`config.mk`:
```
export PLATFORM = sky130hd
export DESIGN_NAME = bhs_ctrl
export DESIGN_NICKNAME = d
export VERILOG_FILES = /design/src/design/bhs_pkg.sv /design/src/design/bhs_ctrl.sv
export SDC_FILE = /design/constraint.sdc
export NUM_CORES = 1
export LEC_CHECK = 0
export BUFFER_PORTS_ARGS = -buffer_cell sky130_fd_sc_hd__buf_2
export CORE_AREA = 2 2 39 41
export CTS_CLUSTER_DIAMETER = 80
export DETAILED_ROUTE_END_ITERATION = 10
export DIE_AREA = 0 0 41 43
export PLACE_DENSITY = 0.75
export SLEW_MARGIN = 20
export SYNTH_ARGS = -nofsm -noshare
export SYNTH_HDL_FRONTEND = slang
export SYNTH_SLANG_ARGS = --single-unit
```
`constraint.sdc`:
```
create_clock -name clk -period 2.3 [get_ports clk]
set_input_delay 0.23 -clock clk [delete_from_list [all_inputs] [get_ports clk]]
set_output_delay 0.23 -clock clk [all_outputs]
set_load 0.05 [all_outputs]
```
`src/design/bhs_pkg.sv`:
```
// ----------------------------------------------------------------------------
// bhs_pkg
// Shared constants, command codes and controller/datapath link types for the
// bucketed hash set.
// ----------------------------------------------------------------------------
`default_nettype none

package bhs_pkg;

  localparam int NUM_BUCKETS = 64;
  localparam int WAYS        = 4;
  localparam int ENTRIES     = NUM_BUCKETS * WAYS;

  localparam int KEY_W  = 31;
  localparam int CMD_W  = 2;
  localparam int MOD_W  = 7;
  localparam int BIT_W  = $clog2(KEY_W);
  localparam int WAY_W  = (WAYS > 1) ? $clog2(WAYS) : 1;
  localparam int BKT_W  = (NUM_BUCKETS > 1) ? $clog2(NUM_BUCKETS) : 1;
  localparam int ADDR_W = (ENTRIES > 1) ? $clog2(ENTRIES) : 1;

  localparam logic [MOD_W-1:0] MOD_RESET = MOD_W'(31);

  localparam logic [CMD_W-1:0] CMD_ADD      = 2'd0;
  localparam logic [CMD_W-1:0] CMD_CONTAINS = 2'd1;
  localparam logic [CMD_W-1:0] CMD_REMOVE   = 2'd2;

  typedef struct packed {
    logic             load;
    logic             div_step;
    logic [BIT_W-1:0] bit_idx;
    logic             rd;
    logic             cmp;
    logic [WAY_W-1:0] way;
    logic             commit;
  } ctl_cmd_t;

  typedef struct packed {
    logic out_busy;
  } ctl_sts_t;

endpackage

`default_nettype wire

```
`src/design/bhs_ctrl.sv`:
```
// ----------------------------------------------------------------------------
// bhs_ctrl
// Sequencer: accept, remainder steps, bucket walk and commit.
// ----------------------------------------------------------------------------
`default_nettype none

module bhs_ctrl (
  input  wire logic             clk,
  input  wire logic             rst_n,
  input  wire logic             in_valid,
  output logic                  in_ready,
  input  wire bhs_pkg::ctl_sts_t sts,
  output bhs_pkg::ctl_cmd_t     ctl
);
  import bhs_pkg::*;

  typedef enum logic [2:0] {
    S_IDLE,
    S_DIV,
    S_RD,
    S_CMP,
    S_FIN
  } state_t;

  state_t           state_r;
  logic [BIT_W-1:0] bit_r;
  logic [WAY_W-1:0] way_r;

  always_ff @(posedge clk) begin
    if (!rst_n) begin
      state_r <= S_IDLE;
      bit_r   <= '0;
      way_r   <= '0;
    end else begin
      case (state_r)
        S_IDLE: begin
          if (in_valid) begin
            state_r <= S_DIV;
            bit_r   <= BIT_W'(KEY_W - 1);
          end
        end
        S_DIV: begin
          if (bit_r == '0) begin
            state_r <= S_RD;
            way_r   <= '0;
          end else begin
            bit_r <= bit_r - BIT_W'(1);
          end
        end
        S_RD: begin
          state_r <= S_CMP;
        end
        S_CMP: begin
          if (way_r == WAY_W'(WAYS - 1)) begin
            state_r <= S_FIN;
          end else begin
            way_r   <= way_r + WAY_W'(1);
            state_r <= S_RD;
          end
        end
        S_FIN: begin
          if (!sts.out_busy) begin
            state_r <= S_IDLE;
          end
        end
        default: begin
          state_r <= S_IDLE;
        end
      endcase
    end
  end

  assign in_ready = (state_r == S_IDLE);

  always_comb begin
    ctl          = '0;
    ctl.bit_idx  = bit_r;
    ctl.way      = way_r;
    ctl.load     = in_ready && in_valid;
    ctl.div_step = (state_r == S_DIV);
    ctl.rd       = (state_r == S_RD);
    ctl.cmp      = (state_r == S_CMP);
    ctl.commit   = (state_r == S_FIN) && !sts.out_busy;
  end

endmodule

`default_nettype wire

```
==> qor.yml <==
place:
  dp_hpwl_um: 788
  place_congestion: 0.799
  port-buffer-count: 16
cells_and_area:
  final_core_util_pct: 48.1
  regArea_sq_um: 200
  multi_input_area_sq_um: 314
  n_antenna_cell: 0
  area_growth_pct: 20.4
  drive_above_1_share_pct: 32.9
  fillCellCount: 142
  nets: 83
route:
  via_per_inst: 5.87
  drtIter0Drc: 21
  wl_met3_um: 84
  num_vias: 540
  drtAntennaViolNets: 0
  drcViolationCount: 0
  highest_layer: "met4"
  wl_met2_um: 538
  wl_mm: 1.14
  drt_pre_antenna_iters: 4
  wl_met1_um: 480
  wl_per_cell_um: 12.4
clock_tree:
  clk_pin_slew_ns: 0.07
  cts_tree: "yes"
  cts_hold_buf: 0
  post_cts_buffers: 0
  ctsResizeCount: 0
  insertion_delay_ns: 0.27
  cts-buffers-inserted: 3
  h-tree-depth: 1
  cts.path.max_buffers: 2
  clockRootBuffer: "clkbuf_4"
  cts.sinks: 10
worst_setup_path:
  path_buf_inv: 2
  cp.depth: 3
  path_class: "reg2out"
  required_ns: 2.07
  critPathCaptureType: "output port"
  path_delay_family: "buffers and inverters"
  crit_path_max_incr_delay_ns: 0.50
  start_kind: "register"
  reg2reg_depth: 5
  critical_path_peak_fanout: 10
  cp_cell_sequence: "or3b_4 -> inv_1 -> buf_2"
  slowest_stage: "dfxtp_1"
  critPathArrivalTime_ns: 1.70
floorplan:
  die_w_um: 41
  core_area_sq_um: 1380
  start_util_pct: 40.0
  fp.dieArea_sq_um: 1760
  chipHeight_um: 43
  pin_count: 17
  rows: 14
power_and_ir_drop:
  irDropWorstVdd_mv: 0.430
  cellLeakagePower_uw: 0.000315
  p_per_area_nw_per_um2: 995
timing:
  period_share_pct: 84.1
  slew_headroom_pct: 56.6
  tightest_slew_ns: 0.643
  clock.fmax_mhz: 517
  setup_viol: 0
  maxSlewViolCount: 0
  whs_ns: 0.253
  finalClockSkew_ns: 0.00668
  setup_tns_ns: 0
  hold_violations: 0
  fin_crit_ns: 1.93
  rsz0062_at_grt: "no"
grt:
  grt_first_pass_wirelength_mm: 1.73
  grt_max_degree: 13
  grt_antenna_before_repair: 0
  overflow: 0
  grtUsageTotal_pct: 14.6
  grt_pass1_vias: 424
logic_synthesis:
  synth_seq_cells: 10
  ys_seq_area_share_pct: 36.2
  synthCells: 60
  syn-num-nets: 66
  synth_warnings: 0
  synth_area_per_cell_sq_um: 9.22
  yosysUniqueCellTypes: 34
  syn_area_sq_um: 553
flow_run:
  drv_cap: 0
worst_hold_path:
  min_delay_path_depth: 3
  hp-class: "in2reg"
status:
  status: "completed"
metrics by stage:
stage               total power (uW)  instances  worst slack, ns  cell area, sq um
floorplan                        452         60            0.379               559
global placement                 494         88            0.576               629
detailed placement               496         88            0.554               629
CTS                              662         92            0.376               666
global route                     695         92            0.285               666
finish                           663         92            0.367               666
cells in the final DEF (no fill, tap or decap), drive strengths merged:
master  instances
ha              2
clkbuf          4
a31o            1
nand3b          1
nor3            2
o211a           1
or4             1
nor4b           2
xor2            1
nand4           2
and4b           1
a21o            1
nand3           3
a311oi          1
or3b            1
mux2i           1
nor2            4
inv             4
o21ai           1
o311a           1
a22oi           1
nor2b           1
o221a           1
nand2           3
and3b           1
buf            16
a32oi           1
nor3b           1
dfxtp          10
or4b            1
o2111a          1
nand2b          1
a21oi           2
o21bai          1
cell usage after synthesis:
cell type / count / area share [%]
a21o_1: 1 / 1.4
a22oi_1: 1 / 1.4
nor3b_1: 1 / 1.4
or3b_4: 1 / 2.0
nor4b_1: 2 / 3.2
buf_6: 2 / 4.1
nand3b_1: 1 / 1.4
or4_1: 1 / 1.4
nand2_1: 3 / 2.0
and4b_1: 1 / 1.8
nor3_1: 2 / 1.8
dfxtp_1: 10 / 36
a32oi_1: 1 / 1.6
nand3_1: 3 / 2.7
a21oi_1: 2 / 1.8
ha_1: 2 / 4.5
mux2i_1: 1 / 1.8
o311a_1: 1 / 1.8
nand4_1: 2 / 2.3
o211a_1: 1 / 1.8
o221a_2: 1 / 2.0
a31o_2: 1 / 1.6
clkbuf_1: 2 / 1.4
a311oi_1: 1 / 1.6
or4b_1: 1 / 1.8
nor2b_1: 1 / 1.1
nor2_1: 4 / 2.7
inv_1: 4 / 2.7
xor2_1: 1 / 1.6
o21ai_0: 1 / 0.90
nand2b_1: 1 / 1.1
o2111a_1: 1 / 2.0
o21bai_1: 1 / 1.4
and3b_2: 1 / 1.8
routing by layer:
metal  up-vias  track usage [%]
met5         -                0
met4         0             10.7
met3         7             3.14
met2        22             22.5
met1       251             16.6
li1        260                -
flip-flops by register name (all words and copies together) (netlist names):
name and count:
way_r 2, bit_r 5, state_r 3
cell families (layout without fill, tap and decap cells):
family / count (synthesis) / in the layout / share of synthesized area [%]
AO/OA/AOI/OAI: 13 / 13 / 19.2
XOR/XNOR: 1 / 1 / 1.58
adder cells (fa/ha/maj): 2 / 2 / 4.52
buffers and inverters: 8 / 24 / 8.14
flip-flops: 10 / 10 / 36.2
multiplexers: 1 / 1 / 1.81
AND/OR/NAND/NOR: 25 / 25 / 28.5
worst paths after layout:
path                                 from                       to  slack, ns
setup / recovery  state_r[0]$_SDFFE_PN0P_                  ctl[10]       0.37
hold / removal                   in_valid  state_r[0]$_SDFFE_PN0P_       0.25
setup reg to reg    bit_r[0]$_SDFFE_PN0P_    way_r[0]$_SDFFE_PN0P_       0.48
hold reg to reg     way_r[1]$_SDFFE_PN0P_    way_r[1]$_SDFFE_PN0P_       0.48
final cells by class:
cell class	count	share of cell area, %
multi-input combinational	42	47.2
sequential	10	30.1
timing repair buffer	16	12.0
clock buffer	4	5.45
tap	16	3.01
inverter	4	2.26
report_power, final:
part / switching, uW / leakage, uW / internal, uW
registers: 36.5 / 0.0000822 / 196
logic: 182 / 0.000212 / 81.3
clock network: 69.9 / 0.0000210 / 96.1
total: 289 / 0.000315 / 374
worst reg2reg max path, delay by kind of cell (launching register included):
kind                     cells  cell delay [ns]
AND/OR/NAND/NOR              1             0.56
AO/OA/AOI/OAI                2             0.50
flip-flops                   1             0.34
adder cells (fa/ha/maj)      1             0.22
buffers and inverters        1             0.09
Note: power is estimated with default switching activity, not from simulation.
